$ cat src/hdl/slbs_pkg.sv
package slbs_pkg;

    localparam int OFFSET_BITS_DEF   = 20;
    localparam int LINE_BITS_DEF     = 16;
    localparam int KEYWORD_CHARS_DEF = 6;

    localparam int START_W = 20;
    localparam int LEN_W   = 20;
    localparam int LINE_W  = 16;
    localparam int KIND_W  = 6;
    localparam int ERR_W   = 2;
    localparam int MAX_KW  = 6;

    localparam logic [KIND_W-1:0] K_LPAREN = 6'd0;
    localparam logic [KIND_W-1:0] K_RPAREN = 6'd1;
    localparam logic [KIND_W-1:0] K_LBRACE = 6'd2;
    localparam logic [KIND_W-1:0] K_RBRACE = 6'd3;
    localparam logic [KIND_W-1:0] K_COMMA  = 6'd4;
    localparam logic [KIND_W-1:0] K_DOT    = 6'd5;
    localparam logic [KIND_W-1:0] K_MINUS  = 6'd6;
    localparam logic [KIND_W-1:0] K_PLUS   = 6'd7;
    localparam logic [KIND_W-1:0] K_SEMI   = 6'd8;
    localparam logic [KIND_W-1:0] K_SLASH  = 6'd9;
    localparam logic [KIND_W-1:0] K_STAR   = 6'd10;
    localparam logic [KIND_W-1:0] K_BANG   = 6'd11;
    localparam logic [KIND_W-1:0] K_EQUAL  = 6'd13;
    localparam logic [KIND_W-1:0] K_GREATER = 6'd15;
    localparam logic [KIND_W-1:0] K_LESS   = 6'd17;
    localparam logic [KIND_W-1:0] K_IDENT  = 6'd19;
    localparam logic [KIND_W-1:0] K_STRING = 6'd20;
    localparam logic [KIND_W-1:0] K_NUMBER = 6'd21;
    localparam logic [KIND_W-1:0] K_ERROR  = 6'd38;
    localparam logic [KIND_W-1:0] K_EOF    = 6'd39;

    localparam logic [ERR_W-1:0] E_NONE  = 2'd0;
    localparam logic [ERR_W-1:0] E_CHAR  = 2'd1;
    localparam logic [ERR_W-1:0] E_UNTERM = 2'd2;

    localparam logic [1:0] OP_BANG  = 2'd0;
    localparam logic [1:0] OP_EQUAL = 2'd1;
    localparam logic [1:0] OP_LESS  = 2'd2;
    localparam logic [1:0] OP_GREATER = 2'd3;

    typedef enum logic [3:0] {
        MODE_IDLE,
        MODE_SLASH,
        MODE_COMMENT,
        MODE_OP,
        MODE_IDENT,
        MODE_NUMBER,
        MODE_NUMDOT,
        MODE_FRACTION,
        MODE_STRING
    } mode_t;

    typedef struct packed {
        logic               emit;
        logic [KIND_W-1:0]  kind;
        logic [ERR_W-1:0]   err;
        mode_t              mode;
        logic [1:0]         op;
        logic               bump;
        logic               word;
    } idle_t;

    function automatic int bundle_bits(input int ob, input int lb);
        return 2 + lb + 3 * (KIND_W + ob + ob + 1 + ERR_W);
    endfunction

    function automatic logic is_alpha(input logic [7:0] c);
        return (c >= "a" && c <= "z") || (c >= "A" && c <= "Z") || c == "_";
    endfunction

    function automatic logic is_digit(input logic [7:0] c);
        return c >= "0" && c <= "9";
    endfunction

    function automatic logic [KIND_W-1:0] op_kind(input logic [1:0] op);
        logic [KIND_W-1:0] k;
        unique case (op)
            OP_BANG:    k = K_BANG;
            OP_EQUAL:   k = K_EQUAL;
            OP_LESS:    k = K_LESS;
            default:    k = K_GREATER;
        endcase
        return k;
    endfunction

    function automatic idle_t classify(input logic [7:0] c);
        idle_t r;
        r = '{emit: 1'b0, kind: K_ERROR, err: E_NONE, mode: MODE_IDLE,
              op: OP_BANG, bump: 1'b0, word: 1'b0};
        unique case (c)
            " ", 8'h0D, 8'h09: ;
            8'h0A: r.bump = 1'b1;
            "/": r.mode = MODE_SLASH;
            "(": begin r.emit = 1'b1; r.kind = K_LPAREN; end
            ")": begin r.emit = 1'b1; r.kind = K_RPAREN; end
            "{": begin r.emit = 1'b1; r.kind = K_LBRACE; end
            "}": begin r.emit = 1'b1; r.kind = K_RBRACE; end
            ",": begin r.emit = 1'b1; r.kind = K_COMMA; end
            ".": begin r.emit = 1'b1; r.kind = K_DOT; end
            "-": begin r.emit = 1'b1; r.kind = K_MINUS; end
            "+": begin r.emit = 1'b1; r.kind = K_PLUS; end
            ";": begin r.emit = 1'b1; r.kind = K_SEMI; end
            "*": begin r.emit = 1'b1; r.kind = K_STAR; end
            "!": begin r.mode = MODE_OP; r.op = OP_BANG; end
            "=": begin r.mode = MODE_OP; r.op = OP_EQUAL; end
            "<": begin r.mode = MODE_OP; r.op = OP_LESS; end
            ">": begin r.mode = MODE_OP; r.op = OP_GREATER; end
            "\"": r.mode = MODE_STRING;
            default:
            begin
                if (is_alpha(c))
                begin
                    r.mode = MODE_IDENT;
                    r.word = 1'b1;
                end
                else if (is_digit(c))
                begin
                    r.mode = MODE_NUMBER;
                end
                else
                begin
                    r.emit = 1'b1;
                    r.kind = K_ERROR;
                    r.err  = E_CHAR;
                end
            end
        endcase
        return r;
    endfunction

    // p holds the first word byte in its top byte
    function automatic logic [KIND_W-1:0] keyword_kind(input logic [8*MAX_KW-1:0] p,
                                                       input logic [2:0] len);
        logic [8*MAX_KW-1:0] words [16];
        logic [2:0]          lens  [16];
        logic [8*MAX_KW-1:0] mask;
        logic [KIND_W-1:0]   k;
        words[0]  = {"and", 24'h0};    lens[0]  = 3'd3;
        words[1]  = {"class", 8'h0};   lens[1]  = 3'd5;
        words[2]  = {"else", 16'h0};   lens[2]  = 3'd4;
        words[3]  = {"false", 8'h0};   lens[3]  = 3'd5;
        words[4]  = {"for", 24'h0};    lens[4]  = 3'd3;
        words[5]  = {"fun", 24'h0};    lens[5]  = 3'd3;
        words[6]  = {"if", 32'h0};     lens[6]  = 3'd2;
        words[7]  = {"nil", 24'h0};    lens[7]  = 3'd3;
        words[8]  = {"or", 32'h0};     lens[8]  = 3'd2;
        words[9]  = {"print", 8'h0};   lens[9]  = 3'd5;
        words[10] = "return";          lens[10] = 3'd6;
        words[11] = {"super", 8'h0};   lens[11] = 3'd5;
        words[12] = {"this", 16'h0};   lens[12] = 3'd4;
        words[13] = {"true", 16'h0};   lens[13] = 3'd4;
        words[14] = {"var", 24'h0};    lens[14] = 3'd3;
        words[15] = {"while", 8'h0};   lens[15] = 3'd5;
        mask = {(8*MAX_KW){1'b1}} << (8 * (MAX_KW - int'(len)));
        k = K_IDENT;
        for (int i = 15; i >= 0; i--)
        begin
            if (len == lens[i] && (p & mask) == words[i])
            begin
                k = KIND_W'(22 + i);
            end
        end
        return k;
    endfunction

endpackage

$ cat src/hdl/script_lexer_byte_stream_top.sv
// An accepted byte's tokens go as one group into a four-entry queue of
// per-byte token groups (up to three tokens each). One byte is taken per cycle
// if the queue has room; tokens leave one per cycle while out_ready is high.
// Reset (rst_n, async, active low): idle scanner, offset 0, line 1, queue empty.
module script_lexer_byte_stream_top #(
    parameter int OFFSET_BITS   = slbs_pkg::OFFSET_BITS_DEF,
    parameter int LINE_BITS     = slbs_pkg::LINE_BITS_DEF,
    parameter int KEYWORD_CHARS = slbs_pkg::KEYWORD_CHARS_DEF
) (
    input  logic        clk,
    input  logic        rst_n,
    input  logic        in_valid,
    output logic        in_ready,
    input  logic [7:0]  char_byte,
    input  logic        is_end,
    output logic        out_valid,
    input  logic        out_ready,
    output logic [5:0]  token_kind,
    output logic [19:0] start_offset,
    output logic [19:0] token_length,
    output logic [15:0] line_number,
    output logic [1:0]  error_kind,
    output logic        last_of_run
);

    localparam int BW = slbs_pkg::bundle_bits(OFFSET_BITS, LINE_BITS);

    logic          q_ready;
    logic          push;
    logic [BW-1:0] bundle;

    slbs_front #(
        .OFFSET_BITS   (OFFSET_BITS),
        .LINE_BITS     (LINE_BITS),
        .KEYWORD_CHARS (KEYWORD_CHARS),
        .BW            (BW)
    ) u_front (
        .clk       (clk),
        .rst_n     (rst_n),
        .in_valid  (in_valid),
        .in_ready  (in_ready),
        .char_byte (char_byte),
        .is_end    (is_end),
        .q_ready   (q_ready),
        .push      (push),
        .bundle    (bundle)
    );

    slbs_back #(
        .OFFSET_BITS (OFFSET_BITS),
        .LINE_BITS   (LINE_BITS),
        .BW          (BW)
    ) u_back (
        .clk          (clk),
        .rst_n        (rst_n),
        .push         (push),
        .bundle       (bundle),
        .q_ready      (q_ready),
        .out_valid    (out_valid),
        .out_ready    (out_ready),
        .token_kind   (token_kind),
        .start_offset (start_offset),
        .token_length (token_length),
        .line_number  (line_number),
        .error_kind   (error_kind),
        .last_of_run  (last_of_run)
    );

endmodule

$ cat src/hdl/slbs_front.sv
module slbs_front #(
    parameter int OFFSET_BITS   = slbs_pkg::OFFSET_BITS_DEF,
    parameter int LINE_BITS     = slbs_pkg::LINE_BITS_DEF,
    parameter int KEYWORD_CHARS = slbs_pkg::KEYWORD_CHARS_DEF,
    parameter int BW            = slbs_pkg::bundle_bits(OFFSET_BITS, LINE_BITS)
) (
    input  logic          clk,
    input  logic          rst_n,
    input  logic          in_valid,
    output logic          in_ready,
    input  logic [7:0]    char_byte,
    input  logic          is_end,
    input  logic          q_ready,
    output logic          push,
    output logic [BW-1:0] bundle
);

    localparam int OB = OFFSET_BITS;
    localparam int LB = LINE_BITS;
    localparam int IW = $clog2(KEYWORD_CHARS);

    typedef struct packed {
        logic [slbs_pkg::KIND_W-1:0] kind;
        logic [OB-1:0]               start;
        logic [OB:0]                 len;
        logic [slbs_pkg::ERR_W-1:0]  err;
    } tok_t;

    typedef struct packed {
        logic [1:0]    cnt;
        logic [LB-1:0] line;
        tok_t [2:0]    toks;
    } bundle_t;

    slbs_pkg::mode_t mode_reg, mode_next;
    logic [1:0]      op_reg, op_next;
    logic [OB-1:0]   ts_reg, ts_next;
    logic [OB-1:0]   pos_reg, pos_next;
    logic [LB-1:0]   line_reg, line_next;
    logic            fin_reg, fin_next;
    logic [7:0]      prefix_reg [KEYWORD_CHARS];

    bundle_t                         b;
    slbs_pkg::idle_t                 ib;
    logic                            accept;
    logic                            end_in;
    logic                            again;
    logic                            wr_en;
    logic [IW-1:0]                   wr_idx;
    logic [OB-1:0]                   span_w;
    logic [OB-1:0]                   dot;
    logic [8*slbs_pkg::MAX_KW-1:0]   pv;
    logic [slbs_pkg::KIND_W-1:0]     kw;

    function automatic tok_t mk(input logic [slbs_pkg::KIND_W-1:0] k,
                                input logic [OB-1:0] s, input logic [OB:0] l,
                                input logic [slbs_pkg::ERR_W-1:0] e);
        tok_t t;
        t.kind = k;
        t.start = s;
        t.len = l;
        t.err = e;
        return t;
    endfunction

    assign in_ready = q_ready;
    assign accept   = in_valid && in_ready;
    assign end_in   = is_end || char_byte == 8'h00;
    assign span_w   = pos_reg - ts_reg;
    assign dot      = (pos_reg != '0) ? pos_reg - OB'(1) : '0;
    assign ib       = slbs_pkg::classify(char_byte);

    always_comb
    begin
        for (int i = 0; i < slbs_pkg::MAX_KW; i++)
        begin
            pv[8*(slbs_pkg::MAX_KW-1-i) +: 8] = prefix_reg[i];
        end
    end

    assign kw = slbs_pkg::keyword_kind(pv, (span_w <= OB'(slbs_pkg::MAX_KW)) ?
                                           span_w[2:0] : 3'd7);

    always_comb
    begin
        b         = '0;
        b.line    = line_reg;
        again     = 1'b0;
        mode_next = mode_reg;
        op_next   = op_reg;
        ts_next   = ts_reg;
        pos_next  = pos_reg;
        line_next = line_reg;
        fin_next  = fin_reg;
        wr_en     = 1'b0;
        wr_idx    = span_w[IW-1:0];
        if (fin_reg)
        begin
        end
        else if (end_in)
        begin
            unique case (mode_reg)
                slbs_pkg::MODE_SLASH:
                begin
                    b.toks[0] = mk(slbs_pkg::K_SLASH, ts_reg, (OB+1)'(1), slbs_pkg::E_NONE);
                    b.cnt = 2'd1;
                end
                slbs_pkg::MODE_OP:
                begin
                    b.toks[0] = mk(slbs_pkg::op_kind(op_reg), ts_reg, (OB+1)'(1),
                                   slbs_pkg::E_NONE);
                    b.cnt = 2'd1;
                end
                slbs_pkg::MODE_IDENT:
                begin
                    b.toks[0] = mk(kw, ts_reg, (OB+1)'(span_w), slbs_pkg::E_NONE);
                    b.cnt = 2'd1;
                end
                slbs_pkg::MODE_NUMBER, slbs_pkg::MODE_FRACTION:
                begin
                    b.toks[0] = mk(slbs_pkg::K_NUMBER, ts_reg, (OB+1)'(span_w),
                                   slbs_pkg::E_NONE);
                    b.cnt = 2'd1;
                end
                slbs_pkg::MODE_NUMDOT:
                begin
                    b.toks[0] = mk(slbs_pkg::K_NUMBER, ts_reg,
                                   (dot > ts_reg) ? (OB+1)'(dot - ts_reg) : '0,
                                   slbs_pkg::E_NONE);
                    b.toks[1] = mk(slbs_pkg::K_DOT, dot, (OB+1)'(1), slbs_pkg::E_NONE);
                    b.cnt = 2'd2;
                end
                slbs_pkg::MODE_STRING:
                begin
                    b.toks[0] = mk(slbs_pkg::K_ERROR, ts_reg, (OB+1)'(span_w),
                                   slbs_pkg::E_UNTERM);
                    b.cnt = 2'd1;
                end
                default: ;
            endcase
            b.toks[b.cnt] = mk(slbs_pkg::K_EOF, pos_reg, '0, slbs_pkg::E_NONE);
            b.cnt = b.cnt + 2'd1;
            mode_next = slbs_pkg::MODE_IDLE;
            fin_next = 1'b1;
        end
        else
        begin
            unique case (mode_reg)
                slbs_pkg::MODE_SLASH:
                begin
                    if (char_byte == "/")
                    begin
                        mode_next = slbs_pkg::MODE_COMMENT;
                    end
                    else
                    begin
                        b.toks[0] = mk(slbs_pkg::K_SLASH, ts_reg, (OB+1)'(1),
                                       slbs_pkg::E_NONE);
                        b.cnt = 2'd1;
                        again = 1'b1;
                    end
                end
                slbs_pkg::MODE_COMMENT:
                begin
                    again = (char_byte == 8'h0A);
                end
                slbs_pkg::MODE_OP:
                begin
                    if (char_byte == "=")
                    begin
                        b.toks[0] = mk(slbs_pkg::op_kind(op_reg) + 6'd1, ts_reg,
                                       (OB+1)'(2), slbs_pkg::E_NONE);
                        b.cnt = 2'd1;
                        mode_next = slbs_pkg::MODE_IDLE;
                    end
                    else
                    begin
                        b.toks[0] = mk(slbs_pkg::op_kind(op_reg), ts_reg, (OB+1)'(1),
                                       slbs_pkg::E_NONE);
                        b.cnt = 2'd1;
                        again = 1'b1;
                    end
                end
                slbs_pkg::MODE_IDENT:
                begin
                    if (slbs_pkg::is_alpha(char_byte) || slbs_pkg::is_digit(char_byte))
                    begin
                        wr_en = (span_w < OB'(KEYWORD_CHARS));
                    end
                    else
                    begin
                        b.toks[0] = mk(kw, ts_reg, (OB+1)'(span_w), slbs_pkg::E_NONE);
                        b.cnt = 2'd1;
                        again = 1'b1;
                    end
                end
                slbs_pkg::MODE_NUMBER:
                begin
                    if (char_byte == ".")
                    begin
                        mode_next = slbs_pkg::MODE_NUMDOT;
                    end
                    else if (!slbs_pkg::is_digit(char_byte))
                    begin
                        b.toks[0] = mk(slbs_pkg::K_NUMBER, ts_reg, (OB+1)'(span_w),
                                       slbs_pkg::E_NONE);
                        b.cnt = 2'd1;
                        again = 1'b1;
                    end
                end
                slbs_pkg::MODE_NUMDOT:
                begin
                    if (slbs_pkg::is_digit(char_byte))
                    begin
                        mode_next = slbs_pkg::MODE_FRACTION;
                    end
                    else
                    begin
                        b.toks[0] = mk(slbs_pkg::K_NUMBER, ts_reg,
                                       (dot > ts_reg) ? (OB+1)'(dot - ts_reg) : '0,
                                       slbs_pkg::E_NONE);
                        b.toks[1] = mk(slbs_pkg::K_DOT, dot, (OB+1)'(1),
                                       slbs_pkg::E_NONE);
                        b.cnt = 2'd2;
                        again = 1'b1;
                    end
                end
                slbs_pkg::MODE_FRACTION:
                begin
                    if (!slbs_pkg::is_digit(char_byte))
                    begin
                        b.toks[0] = mk(slbs_pkg::K_NUMBER, ts_reg, (OB+1)'(span_w),
                                       slbs_pkg::E_NONE);
                        b.cnt = 2'd1;
                        again = 1'b1;
                    end
                end
                slbs_pkg::MODE_STRING:
                begin
                    if (char_byte == "\"")
                    begin
                        b.toks[0] = mk(slbs_pkg::K_STRING, ts_reg,
                                       (OB+1)'(span_w) + (OB+1)'(1), slbs_pkg::E_NONE);
                        b.cnt = 2'd1;
                        mode_next = slbs_pkg::MODE_IDLE;
                    end
                    else if (char_byte == 8'h0A && line_reg != '1)
                    begin
                        line_next = line_reg + LB'(1);
                    end
                end
                default: again = 1'b1;
            endcase
            if (again)
            begin
                ts_next = pos_reg;
                mode_next = ib.mode;
                if (ib.mode == slbs_pkg::MODE_OP)
                begin
                    op_next = ib.op;
                end
                if (ib.bump && line_reg != '1)
                begin
                    line_next = line_reg + LB'(1);
                end
                if (ib.word)
                begin
                    wr_en = 1'b1;
                    wr_idx = '0;
                end
                if (ib.emit)
                begin
                    b.toks[b.cnt] = mk(ib.kind, pos_reg, (OB+1)'(1), ib.err);
                    b.cnt = b.cnt + 2'd1;
                end
            end
            if (pos_reg != '1)
            begin
                pos_next = pos_reg + OB'(1);
            end
        end
    end

    assign push   = accept && b.cnt != 2'd0;
    assign bundle = b;

    always_ff @(posedge clk or negedge rst_n)
    begin
        if (!rst_n)
        begin
            mode_reg <= slbs_pkg::MODE_IDLE;
            op_reg   <= '0;
            ts_reg   <= '0;
            pos_reg  <= '0;
            line_reg <= LB'(1);
            fin_reg  <= 1'b0;
        end
        else if (accept)
        begin
            mode_reg <= mode_next;
            op_reg   <= op_next;
            ts_reg   <= ts_next;
            pos_reg  <= pos_next;
            line_reg <= line_next;
            fin_reg  <= fin_next;
        end
    end

    always_ff @(posedge clk)
    begin
        if (accept && wr_en)
        begin
            prefix_reg[wr_idx] <= char_byte;
        end
    end

endmodule

$ cat src/hdl/slbs_back.sv
module slbs_back #(
    parameter int OFFSET_BITS = slbs_pkg::OFFSET_BITS_DEF,
    parameter int LINE_BITS   = slbs_pkg::LINE_BITS_DEF,
    parameter int BW          = slbs_pkg::bundle_bits(OFFSET_BITS, LINE_BITS)
) (
    input  logic          clk,
    input  logic          rst_n,
    input  logic          push,
    input  logic [BW-1:0] bundle,
    output logic          q_ready,
    output logic          out_valid,
    input  logic          out_ready,
    output logic [5:0]    token_kind,
    output logic [19:0]   start_offset,
    output logic [19:0]   token_length,
    output logic [15:0]   line_number,
    output logic [1:0]    error_kind,
    output logic          last_of_run
);

    localparam int OB = OFFSET_BITS;
    localparam int LB = LINE_BITS;

    typedef struct packed {
        logic [slbs_pkg::KIND_W-1:0] kind;
        logic [OB-1:0]               start;
        logic [OB:0]                 len;
        logic [slbs_pkg::ERR_W-1:0]  err;
    } tok_t;

    typedef struct packed {
        logic [1:0]    cnt;
        logic [LB-1:0] line;
        tok_t [2:0]    toks;
    } bundle_t;

    bundle_t    q_mem [4];
    logic [1:0] wp_reg, rp_reg, sel_reg;
    logic [2:0] count_reg;
    bundle_t    head;
    tok_t       t;
    logic       pop_tok, pop_b;
    logic [32:0] s_w, l_w, n_w;

    assign q_ready   = count_reg != 3'd4;
    assign out_valid = count_reg != 3'd0;
    assign head      = q_mem[rp_reg];
    assign t         = head.toks[sel_reg];
    assign last_of_run = (sel_reg == head.cnt - 2'd1);
    assign pop_tok   = out_valid && out_ready;
    assign pop_b     = pop_tok && last_of_run;

    assign s_w = 33'(t.start);
    assign l_w = 33'(t.len);
    assign n_w = 33'(head.line);
    assign token_kind   = t.kind;
    assign error_kind   = t.err;
    assign start_offset = (s_w > 33'hFFFFF) ? 20'hFFFFF : s_w[19:0];
    assign token_length = (l_w > 33'hFFFFF) ? 20'hFFFFF : l_w[19:0];
    assign line_number  = (n_w > 33'hFFFF) ? 16'hFFFF : n_w[15:0];

    always_ff @(posedge clk or negedge rst_n)
    begin
        if (!rst_n)
        begin
            wp_reg    <= '0;
            rp_reg    <= '0;
            sel_reg   <= '0;
            count_reg <= '0;
        end
        else
        begin
            if (push)
            begin
                wp_reg <= wp_reg + 2'd1;
            end
            if (pop_tok)
            begin
                sel_reg <= pop_b ? 2'd0 : sel_reg + 2'd1;
            end
            if (pop_b)
            begin
                rp_reg <= rp_reg + 2'd1;
            end
            count_reg <= count_reg + {2'b0, push} - {2'b0, pop_b};
        end
    end

    always_ff @(posedge clk)
    begin
        if (push)
        begin
            q_mem[wp_reg] <= bundle;
        end
    end

endmodule
$ cat config.mk
export PLATFORM = sky130hd
export DESIGN_NAME = script_lexer_byte_stream_top
export DESIGN_NICKNAME = d
export VERILOG_FILES = /design/src/hdl/slbs_pkg.sv /design/src/hdl/script_lexer_byte_stream_top.sv /design/src/hdl/slbs_front.sv /design/src/hdl/slbs_back.sv
export SDC_FILE = /design/constraint.sdc
export NUM_CORES = 1
export LEC_CHECK = 0
export BUFFER_PORTS_ARGS = -buffer_cell sky130_fd_sc_hd__buf_2
export CORE_AREA = 2 2 279 281
export DETAILED_ROUTE_END_ITERATION = 6
export DIE_AREA = 0 0 281 283
export GPL_TIMING_DRIVEN = 0
export PLACE_DENSITY_LB_ADDON = 0.2
export SYNTH_ARGS = -nofsm -noshare
export SYNTH_HDL_FRONTEND = slang
export SYNTH_HIERARCHICAL = 1
export SYNTH_SLANG_ARGS = --single-unit
$ cat constraint.sdc
create_clock -name clk -period 21.8 [get_ports clk]
set_input_delay 1.09 -clock clk [delete_from_list [all_inputs] [get_ports clk]]
set_output_delay 1.09 -clock clk [all_outputs]
set_load 0.1 [all_outputs]
# Yosys cells after proc, flatten, opt, wreduce, memory -nomap -nowiden
# Memory sizes are Yosys's and may differ from the RTL's.
# Cells that the tools add are included.
# word_totals
reg_bits	72
mem_bits_rw	708
inputBits	13
out_inout_bits	67
wordCells	284
memories	2
# memory_table
name	words	word_bits	rd	rd_clocked_by_memory_dff	wr	line_no	source
u_back.q_mem	4	165	1	0	1	slbs_back.sv:37	bundle_t q_mem [4];
u_front.prefix_reg	6	8	6	0	1	slbs_front.sv:41	logic [7:0] prefix_reg [KEYWORD_CHARS];
# classes
addsub	16
magnitude_cmp	17
eq_ne	62
shift	1
n_mux	123
bitwise_logic	3
n_reduce_logical	50
# ops
cell	count
48-bit by 47-bit equality test with 1-bit output, second input constant	16
49-bit 2-to-1 mux	14
147-bit 2-to-1 mux	4
49-bit one-hot mux with 7 select lines	1
147-bit bitwise mux	2
49-bit one-hot mux with 6 select lines	1
49-bit demux with 2-bit select	2
8-bit by 6-bit equality test with 1-bit output, second input constant	15
6-bit 2-to-1 mux	20
49-bit binary-select mux with 2-bit select	1
16-bit 2-to-1 mux	6
48-bit 2-to-1 mux	2
95-bit 2-to-1 mux	1
46-bit 2-to-1 mux	2
7-bit one-hot mux with 11 select lines	1
20-bit 2-to-1 mux	3
48-bit bitwise AND	1
48-bit by 32-bit << shifter with 48-bit output, first input constant	1
47-bit 2-to-1 mux	1
4-bit 2-to-1 mux	8
1-bit logical AND	28
1-bit 2-to-1 mux	26
8-bit by 4-bit equality test with 1-bit output, second input constant	3
8-bit by 7-bit equality test with 1-bit output, second input constant	3
other kinds (66)	110

# Longest topological paths before layout
# Gate-level depths: netlist (run 1).
# logic_depth
depth_word	33
mapped_depth	25

# Modules after synthesis
# The synthesis (run 1) kept the hierarchy.
# by_module_without_submodules
mod	instances	cells_per_inst	area_each_um2
slbs_back	1	1085	25451.9
slbs_front	1	1624	12509.5

# Worst setup path after synthesis (run 1)
# Ideal clock, no wire load.
# synth_path
path_kind	in2reg
start	in char_byte[1]
end	mem u_back/q_mem[0][0] (netlist name) (enable)
setup_time_ns	0.545
t_arrival_ns	7.503
required_ns	21.255
slack_ns	13.752
stages	14
n_path_buf	2
cell_sequence	clkbuf_1 -> or4_1 -> a21oi_2 -> o21ai_1 -> a21oi_1 -> o21ai_1 -> and3_1 -> clkbuf_1 -> ha_1 -> a21oi_1 -> a211oi_1 -> nor2_1 -> nor2_1 -> and2_1
# synth_between
elab_chain_cells	18
elab_cells_between_ends	65
# synth_rtl
element	line_no	source
from (decl)	script_lexer_byte_stream_top.sv:14	input logic [7:0] char_byte,
8-bit by 7-bit >= comparator with 1-bit output or 8-bit by 7-bit less-or-equal comparator with 1-bit output (tied branches)	slbs_pkg.sv:71	return (c >= "a" && c <= "z") || (c >= "A" && c <= "Z") || c == "_";
1-bit logical AND	slbs_pkg.sv:71	
1-bit logical OR (2 in a row)	slbs_pkg.sv:71	
1-bit logical OR	slbs_front.sv:186	if (slbs_pkg::is_alpha(char_byte) || slbs_pkg::is_digit(char_byte))
1-bit 2-to-1 mux	slbs_front.sv:186	
2-bit one-hot mux with 7 select lines	slbs_front.sv:148	unique case (mode_reg)
2-bit 2-to-1 mux	slbs_front.sv:100	else if (end_in)
2-bit 2-to-1 mux	slbs_front.sv:97	if (fin_reg)
(+3 left out)	-	
2-bit 2-to-1 mux *	slbs_front.sv:100	
2-bit 2-to-1 mux *	slbs_front.sv:97	
net bundle[164]	script_lexer_byte_stream_top.sv:30	logic [BW-1:0] bundle;
2-bit nonzero test *	slbs_front.sv:284	assign push = accept && b.cnt != 2'd0;
1-bit logical AND *	slbs_front.sv:284	
net push	script_lexer_byte_stream_top.sv:29	logic push;
1-bit 2-to-1 mux *	slbs_back.sv:91	if (push)
1-bit 2-to-1 mux (implied by the code) *	slbs_back.sv:93	q_mem[wp_reg] <= bundle;
to (decl)	slbs_back.sv:37	
# The timed path passes the listed nets; every way through them passes the cells marked *. The select of a mux whose other input is x is not followed.

# Worst setup path after layout (run 1)
# layout_path
start	reg u_front.pos_reg[0]
end	mem u_back/q_mem[3][44] (netlist name), data pin
# layout_between
elab_chain_cells	33
elab_cells_between_ends	72
# layout_rtl
element	line_no	source
from (decl)	slbs_front.sv:38	logic [OB-1:0] pos_reg, pos_next;
from (signal assigned)	slbs_front.sv:303	pos_reg <= pos_next;
20-bit subtractor *	slbs_front.sv:69	assign span_w = pos_reg - ts_reg;
20-bit by 3-bit less-or-equal comparator with 1-bit output	slbs_front.sv:81	assign kw = slbs_pkg::keyword_kind(pv, (span_w <= OB'(slbs_pkg::MAX_KW)) ?
3-bit 2-to-1 mux *	slbs_front.sv:81	
3-bit by 3-bit subtractor with 4-bit output	slbs_pkg.sv:157	mask = {(8*MAX_KW){1'b1}} << (8 * (MAX_KW - int'(len)));
48-bit by 32-bit << shifter with 48-bit output	slbs_pkg.sv:157	
48-bit bitwise AND	slbs_pkg.sv:161	if (len == lens[i] && (p & mask) == words[i])
48-bit by 47-bit equality test with 1-bit output	slbs_pkg.sv:161	
1-bit logical AND	slbs_pkg.sv:161	
(+18 left out)	-	
49-bit 2-to-1 mux	slbs_front.sv:100	
49-bit 2-to-1 mux	slbs_front.sv:97	
147-bit bitwise mux	slbs_front.sv:273	b.toks[b.cnt] = mk(ib.kind, pos_reg, (OB+1)'(1), ib.err);
147-bit 2-to-1 mux	slbs_front.sv:271	if (ib.emit)
147-bit 2-to-1 mux	slbs_front.sv:254	if (again)
147-bit 2-to-1 mux *	slbs_front.sv:100	
147-bit 2-to-1 mux *	slbs_front.sv:97	
net bundle[44]	script_lexer_byte_stream_top.sv:30	
# Marks and branches as above.

==> results_dict.tcl, run 1 <==
set metrics [dict create \
    outcome "finished, final reports clean" \
    ant_nets 0 \
    ctsResizeCount 0 \
    netlist_top_cells_area "sky130_fd_sc_hd__edfxtp_1, sky130_fd_sc_hd__mux4_2, sky130_fd_sc_hd__dfrtp_1" \
    critical_path.endpoint_type "flip-flop" \
    setup_repair_after_global_routing_missed_its_margin "false" \
    core-area_um2 76700 \
    vias 24700 \
    worst_slew_pin_slew_ns 1.21 \
    final_min_period_over_clock_period 0.388 \
    crit_path_top_delay_cell "sky130_fd_sc_hd__a2111oi_1" \
    synthArstFlopShare 0.0923 \
    setup.worst_path.class "reg2reg" \
    routed_via_density 6.12 \
    synth-main-ff-cell "sky130_fd_sc_hd__edfxtp_1" \
    fmax_mhz 118 \
    post_synth.cell_area_avg_um2 14.0 \
    largest_register_ff_count 660 \
    maxCapViolCount 0 \
    cts_made_buffers 81 \
    clock_insertion_delay_worst_skew_ns 0.64 \
    synth_cells 2709 \
    cts.path.max_buffers 3 \
    final_common_cell "sky130_fd_sc_hd__edfxtp_1" \
    layout-area-overhead-vs-synth_pct 13.3 \
    synth_warnings 6 \
    grt_first_pass_wirelength_mm 155 \
    highest_count_cells_in_the_layout_ignoring_fill_and_taps "sky130_fd_sc_hd__edfxtp_1, sky130_fd_sc_hd__nand2_1, sky130_fd_sc_hd__mux4_2" \
    design.portCount 80 \
    antenna_found_initial 2 \
    path_max_fanout 10 \
    number_of_failing_hold_endpoints_at_the_final_stage 0 \
    path_delay_family "compound AO/OA/AOI/OAI gates" \
    rrSetupSlack_ns 13.34 \
    final.hold.worst_slack_ns 0.307 \
    cp_slowest_stage_delay_ns 1.00 \
    post_synth_instance_area_um2 38000 \
    worst-path-stages 24 \
    cts_hold_buffers 0 \
    floorplan.rows 102 \
    yosys_register_bits 780 \
    setup_viol 0 \
    required_ns 22.20 \
    timing.slew.headroom 0.191 \
    cts_htree_levels 3 \
    cts.clk_slew.worst_paths_ns 0.06 \
    routabilityCongestion 0.986 \
    die_height_um 283 \
    die_width_um 281 \
    postCtsSetupRepairBufs 0 \
    setup.worst_path.start_class "flip-flop" \
    vdd_ir_drop_max_v 0.000135 \
    dp.final_hpwl_mm 75.3 \
    io_buffers 79 \
    initial_utilization 0.495 \
    drcViolationCount 0 \
    cell_taking_the_most_area_after_synthesis "sky130_fd_sc_hd__edfxtp_1" \
    routed_wire_length_per_instance_um 25.8 \
    report.power.total_uw 5600 \
    timing.critical_path.buf_inv 2 \
    synthDistinctLibCells 109 \
    worst_r2r_endpoint "u_back/q_mem[3][44]$_DFFE_PP_" \
    power_leakage_uw 0.0148 \
    hp-class "in2async" \
    regToRegStartpoint "u_front/pos_reg[0]$_DFFE_PN0P_" \
    share_of_post_route_cells_with_drive_strength_above_1 0.183 \
    placement.cell_area_um2 40200 \
    cts.root.buffer_cell "sky130_fd_sc_hd__clkbuf_16" \
    fill_cells 6115 \
    placed_cells 3884 \
    drt-total-wl_mm 104 \
    globalRouteOverflowTotal 0 \
    floorplan.die_area_um2 79500 \
    finalSetupTns_ns 0 \
    clock-skew-final_ns 0.0486 \
    worstRegToRegCells 24 \
    drt_pass1_iterations 7 \
    layout.cells.non_filler 4037 \
    final.min_clock_period_ns 8.46 \
    grt_max_degree 57 \
    design_area_um2 43000 \
    dr.first_iter.drc_count 2708 \
    timing.critical_path.mode_cell "sky130_fd_sc_hd__nand2_1" \
    nets 3009 \
    critical_path.cell_chain "clkbuf_1, inv_1, ha_1, fa_1, nand2b_1, a21oi_4, mux2i_1, a211oi_2, nand4_1, nor4b_2, nand2_1, nor2_1, nand2_1, ha_1, a21o_1, a221oi_2, nor4_1, nor2b_1, nand2_1, o21a_1, o22ai_1, a2111oi_1, a21oi_1, a211oi_2" \
    critPathArrivalTime_ns 8.86 \
    yosys.area.top_type_share 0.560 \
    number_of_flops_mapped_to_enable_cells_by_yosys 708 \
    proportion_of_synthesized_chip_area_in_sequential_cells 0.608 \
    clock_sinks 780 \
    global_route.usage.total 0.262 \
    slew_violations 0 \
    power_per_cell_area_nw_per_um2 130 \
    first_global_vias 24100 \
    clock_tree_from_tritoncts "yes" \
]
## cells by family after synthesis
family          Yosys count  synth area share
simple gates            727            0.0969
other cells               1         0.0000988
xor+xnor                105            0.0255
flops                   780             0.608
buf+inv                 269            0.0346
mux                     223             0.114
compound gates          535            0.0984
fa+ha+maj                69            0.0233
## power breakdown
| part | switching, uW | internal (uW) | total, uW | leakage (uW) |
|---|---|---|---|---|
| Clock | 578 | 846 | 1420 | 0.00135 |
| Combinational | 1800 | 700 | 2500 | 0.00600 |
| Sequential | 30.3 | 1640 | 1670 | 0.00742 |
## metal layers
metal  share of wire  global-route usage  wire (um)
met3           0.064              0.0306       6660
met2            0.47               0.419      49400
met4           0.026              0.0721       2730
met5               0                   0          0
met1            0.44               0.381      45400
## synthesized netlist by cell type (all sizes together) (25+ instances only)
cell type / n
clkbuf: 89
and2: 38
nor2: 138
xor2: 34
nor4: 32
o211ai: 29
nand2: 234
nand4: 32
nand3: 71
a21o: 25
a221oi: 57
nor3: 40
xnor2: 71
ha: 66
buf: 117
and3: 26
edfxtp: 708
inv: 63
o21ai: 152
dfrtp: 71
mux4: 165
a21oi: 115
mux2i: 55
## stage by stage
step	worst slack, ns	util
global route	13.01	0.561
CTS	13.51	0.560
detailed placement	13.58	0.524
floorplan	13.75	-
global placement	9.14	0.519
finish	13.34	0.561
## layout make-up
cell class / count / area, um2 / area share
Sequential cell: 780 / 23100 / 0.536
Multi-Input combinational cell: 1703 / 13800 / 0.320
Clock buffer: 108 / 2190 / 0.0509
Tap cell: 1040 / 1300 / 0.0303
Buffer: 206 / 1080 / 0.0251
Timing Repair Buffer: 92 / 756 / 0.0176
Clock inverter: 44 / 603 / 0.0140
Inverter: 63 / 236 / 0.00550
Antenna cell: 1 / 2.50 / 0.0000582
## worst max-delay path by stage
| stage | startpoint | end | slack (ns) |
|---|---|---|---|
| 2_1_floorplan | char_byte[1] | u_back/q_mem[0][0]$_DFFE_PP_ | 13.75 |
| 3_3_place_gp | char_byte[5] | u_back/q_mem[3][25]$_DFFE_PP_ | 9.14 |
| 3_5_place_dp | u_front/pos_reg[0]$_DFFE_PN0P_ | u_back/q_mem[0][44]$_DFFE_PP_ | 13.58 |
| 4_1_cts | u_front/pos_reg[0]$_DFFE_PN0P_ | u_back/q_mem[3][44]$_DFFE_PP_ | 13.51 |
| 5_1_grt | u_front/pos_reg[0]$_DFFE_PN0P_ | u_back/q_mem[3][44]$_DFFE_PP_ | 13.01 |
| 6_report | u_front/pos_reg[0]$_DFFE_PN0P_ | u_back/q_mem[3][44]$_DFFE_PP_ | 13.34 |
Note: power is estimated with default switching activity, not from simulation.
==> inputs of run 2 (changes only) <==
==> constraint.sdc (replaced) <==
create_clock -name clk -period 7.2 [get_ports clk]
set_input_delay 0.36 -clock clk [delete_from_list [all_inputs] [get_ports clk]]
set_output_delay 0.36 -clock clk [all_outputs]
set_load 0.1 [all_outputs]
==> results_dict.tcl, run 2 (same netlist as run 1, synthesis figures left out) <==
set metrics [dict create \
    grt_first_pass_wirelength_mm 157 \
    report.power.total_uw 16800 \
    post-place-ws_ns -0.865 \
    timing.slew.headroom 0.188 \
    fmax_mhz 143 \
    core-area_um2 76700 \
    io_buffers 79 \
    clock_insertion_delay_worst_skew_ns 0.66 \
    die_width_um 281 \
    routed_via_density 6.13 \
    cts_htree_levels 3 \
    cts.path.max_buffers 3 \
    slew_violations 0 \
    placement.cell_area_um2 40200 \
    share_seq_of_total_power 0.301 \
    design.portCount 80 \
    antenna_found_initial 2 \
    routed_wire_length_per_instance_um 26.2 \
    setup.worst_path.class "reg2reg" \
    combinationalPowerShare 0.456 \
    clock-skew-final_ns 0.0600 \
    final_worst_path_setup_slack_ns 0.220 \
    critical_path.endpoint_type "flip-flop" \
    nets 3012 \
    number_of_failing_hold_endpoints_at_the_final_stage 0 \
    floorplan.rows 102 \
    vdd_ir_drop_max_v 0.000559 \
    final_min_period_over_clock_period 0.969 \
    required_ns 7.52 \
    clock_tree_from_tritoncts "yes" \
    layout-area-overhead-vs-synth_pct 13.2 \
    routabilityCongestion 0.960 \
    dr.first_iter.drc_count 2719 \
    cts.clk_slew.worst_paths_ns 0.06 \
    p_clk_frac 0.243 \
    hp-class "in2reg" \
    setup.worst_path.start_class "flip-flop" \
    initial_utilization 0.495 \
    dp.final_hpwl_mm 77.1 \
    internal_power_uw 9440 \
    setup_viol 0 \
    power_leakage_uw 0.0147 \
    maxCapViolCount 0 \
    finalSetupTns_ns 0 \
    floorplan.die_area_um2 79500 \
    power_per_cell_area_nw_per_um2 392 \
    die_height_um 283 \
    p_sw_uw 7390 \
    ant_nets 0 \
    final.min_clock_period_ns 6.98 \
    drt-total-wl_mm 106 \
    cts.root.buffer_cell "sky130_fd_sc_hd__clkbuf_16" \
    drt_pass1_iterations 5 \
    first_global_vias 24500 \
    highest_count_cells_in_the_layout_ignoring_fill_and_taps "sky130_fd_sc_hd__edfxtp_1, sky130_fd_sc_hd__nand2_1, sky130_fd_sc_hd__mux4_2" \
    largest_register_ff_count 660 \
    switching_share 0.439 \
    worst_slew_pin_slew_ns 1.21 \
    share_of_post_route_cells_with_drive_strength_above_1 0.187 \
    outcome "finished, final reports clean" \
    cts_made_buffers 80 \
    final_common_cell "sky130_fd_sc_hd__edfxtp_1" \
    design_area_um2 43000 \
    global_route.usage.total 0.267 \
    drcViolationCount 0 \
    path_max_fanout 10 \
    globalRouteOverflowTotal 0 \
    clock_sinks 780 \
    vias 24800 \
    grt_max_degree 54 \
    critPathArrivalTime_ns 7.30 \
]
==> run 2: area by class of cell <==
type                            count  area, um2
Inverter                           63        240
Multi-Input combinational cell   1703      13900
Antenna cell                        2       5.00
Buffer                            206       1080
Clock inverter                     39        495
Timing Repair Buffer               96        781
Fill cell                        6178      33700
Clock buffer                      108       2120
Tap cell                         1040       1300
Sequential cell                   780      23100
==> run 2: path summary, 6_finish.rpt <==
path | depth (start not counted) | from | end | slack (ns)
worst min register to register | 1 | u_back/count_reg[2]$_DFF_PN0_ | u_back/count_reg[2]$_DFF_PN0_ | 0.54
max in group asynchronous | 3 | rst_n | u_front/ts_reg[16]$_DFFE_PN0P_ | 6.39
worst max register to register | 24 | u_front/pos_reg[0]$_DFFE_PN0P_ | u_back/q_mem[2][44]$_DFFE_PP_ | 0.22
min in group asynchronous | 2 | rst_n | u_front/line_reg[6]$_DFFE_PN0P_ | 0.14
worst max-delay path | 24 | u_front/pos_reg[0]$_DFFE_PN0P_ | u_back/q_mem[2][44]$_DFFE_PP_ | 0.22
worst min-delay path | 3 | out_ready | u_back/sel_reg[1]$_DFFE_PN0P_ | 0.03
==> run 2: power by group through the flow <==
stage	combinational (uW)	clock (uW)	sequential (uW)
floorplan	5730	0	5120
global placement	7550	0	5150
detailed placement	7590	0	5150
CTS	7640	4160	5060
global route	8060	4340	5070
finish	7680	4090	5060
==> run 2: metal layers <==
layer  share of wire  global-route usage  vias to the layer above
met5               0                   0                        -
met2            0.48               0.424                      946
met1            0.43               0.384                    12600
met3           0.068              0.0375                      171
li1                -                   -                    11000
met4           0.029              0.0781                        0
==> run 2: stage by stage <==
step	utilization	hold slack, ns	std cells
finish	0.560	0.0346	4037
detailed placement	0.524	0.288	3884
floorplan	-	0.0644	2752
CTS	0.559	0.00392	4032
global placement	0.519	0.505	3871
global route	0.560	0.0274	4035
==> run 2: critical path, stage by stage (launching register included) <==
cell                         delay [ns]
sky130_fd_sc_hd__dfrtp_1           0.35
sky130_fd_sc_hd__buf_2             0.31
sky130_fd_sc_hd__clkinvlp_4        0.23
sky130_fd_sc_hd__ha_1              0.26
sky130_fd_sc_hd__fa_1              0.50
sky130_fd_sc_hd__nand2b_1          0.27
sky130_fd_sc_hd__a21oi_4           0.29
sky130_fd_sc_hd__mux2i_1           0.17
sky130_fd_sc_hd__a211oi_4          0.31
sky130_fd_sc_hd__nand4_1           0.20
sky130_fd_sc_hd__nor4b_4           0.40
sky130_fd_sc_hd__nand2_2           0.17
sky130_fd_sc_hd__nor2_1            0.22
sky130_fd_sc_hd__nand2_1           0.17
sky130_fd_sc_hd__ha_1              0.31
sky130_fd_sc_hd__inv_1             0.15
sky130_fd_sc_hd__nor2_1            0.10
sky130_fd_sc_hd__nor2_1            0.50
sky130_fd_sc_hd__inv_1             0.13
sky130_fd_sc_hd__a2111oi_0         0.39
sky130_fd_sc_hd__and3_1            0.24
sky130_fd_sc_hd__nor4b_1           0.50
sky130_fd_sc_hd__a2111oi_4         0.15
sky130_fd_sc_hd__a21oi_1           0.22
sky130_fd_sc_hd__a211oi_2          0.08
==> run 2: timing repair <==
item / 4_1_cts / 5_1_grt
hold endpoints to repair: 64 / 0
gates resized for setup: 10 / 13
hold buffers: 1 / 0
setup buffers: 0 / 3
pin swaps: 0 / 2
endpoints found under the setup margin: 24 / 32
==> inputs of run 3 (changes only) <==
--- a/config.mk
+++ b/config.mk
@@ -7,6 +7,7 @@
 export LEC_CHECK = 0
 export BUFFER_PORTS_ARGS = -buffer_cell sky130_fd_sc_hd__buf_2
 export CORE_AREA = 2 2 279 281
+export CTS_BUF_LIST = sky130_fd_sc_hd__clkbuf_8
 export DETAILED_ROUTE_END_ITERATION = 6
 export DIE_AREA = 0 0 281 283
 export GPL_TIMING_DRIVEN = 0
==> results_dict.tcl, run 3 (same netlist as run 1, synthesis figures left out) <==
set metrics [dict create \
    outcome "finished, final reports clean" \
    setup_viol 0 \
    path_delay_family "compound AO/OA/AOI/OAI gates" \
    final_worst_path_setup_slack_ns 0.308 \
    global_route.usage.total 0.269 \
    clock_tree_from_tritoncts "yes" \
    vias 25000 \
    combinationalPowerShare 0.466 \
    cts_htree_levels 4 \
    final_min_period_over_clock_period 0.957 \
    highest_count_cells_in_the_layout_ignoring_fill_and_taps "sky130_fd_sc_hd__edfxtp_1, sky130_fd_sc_hd__nand2_1, sky130_fd_sc_hd__mux4_2" \
    dr.first_iter.drc_count 2598 \
    slew_violations 0 \
    timing.critical_path.buf_inv 3 \
    die_width_um 281 \
    setup_repair_after_global_routing_missed_its_margin "false" \
    floorplan.rows 102 \
    cts_made_buffers 132 \
    routabilityCongestion 0.960 \
    nets 3076 \
    clock-skew-final_ns 0.0627 \
    post-place-ws_ns -0.865 \
    ant_nets 0 \
    final.min_clock_period_ns 6.89 \
    setup.worst_path.start_class "flip-flop" \
    critPathArrivalTime_ns 7.45 \
    power_per_cell_area_nw_per_um2 384 \
    grt_max_degree 54 \
    internal_power_uw 9070 \
    number_of_failing_hold_endpoints_at_the_final_stage 0 \
    critical_path.endpoint_type "flip-flop" \
    crit_path_top_delay_cell "sky130_fd_sc_hd__fa_1" \
    grt_first_pass_wirelength_mm 158 \
    p_sw_uw 7410 \
    vdd_ir_drop_max_v 0.000575 \
    required_ns 7.76 \
    layout-area-overhead-vs-synth_pct 13.1 \
    io_buffers 79 \
    clock_sinks 780 \
    cts.path.max_buffers 3 \
    first_global_vias 24800 \
    largest_register_ff_count 660 \
    cts.clk_slew.worst_paths_ns 0.06 \
    cts.root.buffer_cell "sky130_fd_sc_hd__clkbuf_8" \
    globalRouteOverflowTotal 0 \
    dp.final_hpwl_mm 77.1 \
    p_clk_frac 0.227 \
    core-area_um2 76700 \
    worst_slew_pin_slew_ns 1.26 \
    power_leakage_uw 0.0149 \
    maxCapViolCount 0 \
    design.portCount 80 \
    cp_slowest_stage_delay_ns 0.50 \
    share_seq_of_total_power 0.307 \
    switching_share 0.450 \
    initial_utilization 0.495 \
    timing.slew.headroom 0.156 \
    report.power.total_uw 16500 \
    drt-total-wl_mm 106 \
    routed_via_density 6.05 \
    share_of_post_route_cells_with_drive_strength_above_1 0.199 \
    floorplan.die_area_um2 79500 \
    path_max_fanout 10 \
    clock_insertion_delay_worst_skew_ns 0.81 \
    die_height_um 283 \
    fmax_mhz 145 \
    routed_wire_length_per_instance_um 25.7 \
    setup.worst_path.class "reg2reg" \
    final_common_cell "sky130_fd_sc_hd__edfxtp_1" \
    antenna_found_initial 3 \
    drcViolationCount 0 \
    drt_pass1_iterations 6 \
    hp-class "in2async" \
]
==> run 3: path summary, 6_finish.rpt <==
path,startpoint,to,slack (ns),cells after the start
hold / removal,rst_n,u_front/line_reg[0]$_DFFE_PN1P_,0.11,2
setup reg to reg,u_front/pos_reg[0]$_DFFE_PN0P_,u_back/q_mem[3][44]$_DFFE_PP_,0.31,25
max in group asynchronous,rst_n,u_back/wp_reg[0]$_DFFE_PN0P_,5.65,3
hold reg to reg,u_back/count_reg[2]$_DFF_PN0_,u_back/count_reg[2]$_DFF_PN0_,0.53,1
setup / recovery,u_front/pos_reg[0]$_DFFE_PN0P_,u_back/q_mem[3][44]$_DFFE_PP_,0.31,25
min in group clk,in_valid,u_front/fin_reg$_DFFE_PN0P_,0.16,3
==> run 3: final cells by class <==
cell class,count,area (um2)
fill,6237,33800
sequential,780,23100
multi-input combinational,1703,13900
clock buffer,133,1830
tap,1040,1300
buffer,206,1080
timing repair buffer,108,896
clock inverter,102,656
inverter,63,240
antenna,2,5.00
==> run 3: per-stage QoR <==
step | hold WS (ns) | util | TNS [ns] | cells | instance area [um2]
2_1_floorplan | 0.0644 | - | 0 | 2752 | 38100
3_3_place_gp | 0.505 | 0.519 | -1016.35 | 3871 | 39800
3_5_place_dp | 0.288 | 0.524 | -10.77 | 3884 | 40200
4_1_cts | 0.0274 | 0.558 | 0 | 4130 | 42800
5_1_grt | 0.0662 | 0.560 | 0 | 4136 | 42900
6_report | 0.106 | 0.560 | 0 | 4137 | 42900
==> run 3: metal layers <==
layer  wire, um  up-vias  GRT usage
met5          0        -          0
met4       2930        0     0.0832
met3       7100      169     0.0466
met2      50400      976      0.425
met1      45900    12700      0.382
li1           -    11100          -
==> run 3: power by group through the flow <==
stage          registers [uW]  logic (uW)  clock network, uW
2_1_floorplan            5120        5730                  0
3_3_place_gp             5150        7550                  0
3_5_place_dp             5150        7590                  0
4_1_cts                  5060        7640               3820
5_1_grt                  5070        8060               4010
6_report                 5070        7680               3740
==> run 3: what timing repair did <==
| action | in CTS | in global routing |
|---|---|---|
| endpoints found under the hold margin | 121 | 0 |
| gates cloned | 0 | 0 |
| resized for setup | 8 | 13 |
| buffers inserted | 0 | 5 |
| pin swaps | 0 | 2 |
| setup endpoints to repair | 24 | 36 |
| hold buffers | 11 | 0 |
==> run 3: worst reg2reg max path: stages (launching register included) <==
cell	delay, ns
sky130_fd_sc_hd__dfrtp_1	0.35
sky130_fd_sc_hd__buf_2	0.29
sky130_fd_sc_hd__clkinvlp_4	0.25
sky130_fd_sc_hd__ha_1	0.27
sky130_fd_sc_hd__fa_1	0.50
sky130_fd_sc_hd__nand2b_1	0.27
sky130_fd_sc_hd__a21oi_4	0.29
sky130_fd_sc_hd__mux2i_1	0.17
sky130_fd_sc_hd__a211oi_4	0.31
sky130_fd_sc_hd__nand4_1	0.16
sky130_fd_sc_hd__nor4b_2	0.44
sky130_fd_sc_hd__nand2_2	0.18
sky130_fd_sc_hd__nor2_1	0.23
sky130_fd_sc_hd__nand2_1	0.17
sky130_fd_sc_hd__ha_1	0.31
sky130_fd_sc_hd__inv_1	0.15
sky130_fd_sc_hd__xnor2_2	0.18
sky130_fd_sc_hd__nand2_1	0.24
sky130_fd_sc_hd__o211a_1	0.30
sky130_fd_sc_hd__and2_1	0.17
sky130_fd_sc_hd__a21bo_2	0.25
sky130_fd_sc_hd__o21a_1	0.16
sky130_fd_sc_hd__o22ai_1	0.12
sky130_fd_sc_hd__a2111oi_4	0.48
sky130_fd_sc_hd__a21oi_1	0.15
sky130_fd_sc_hd__a211oi_2	0.30
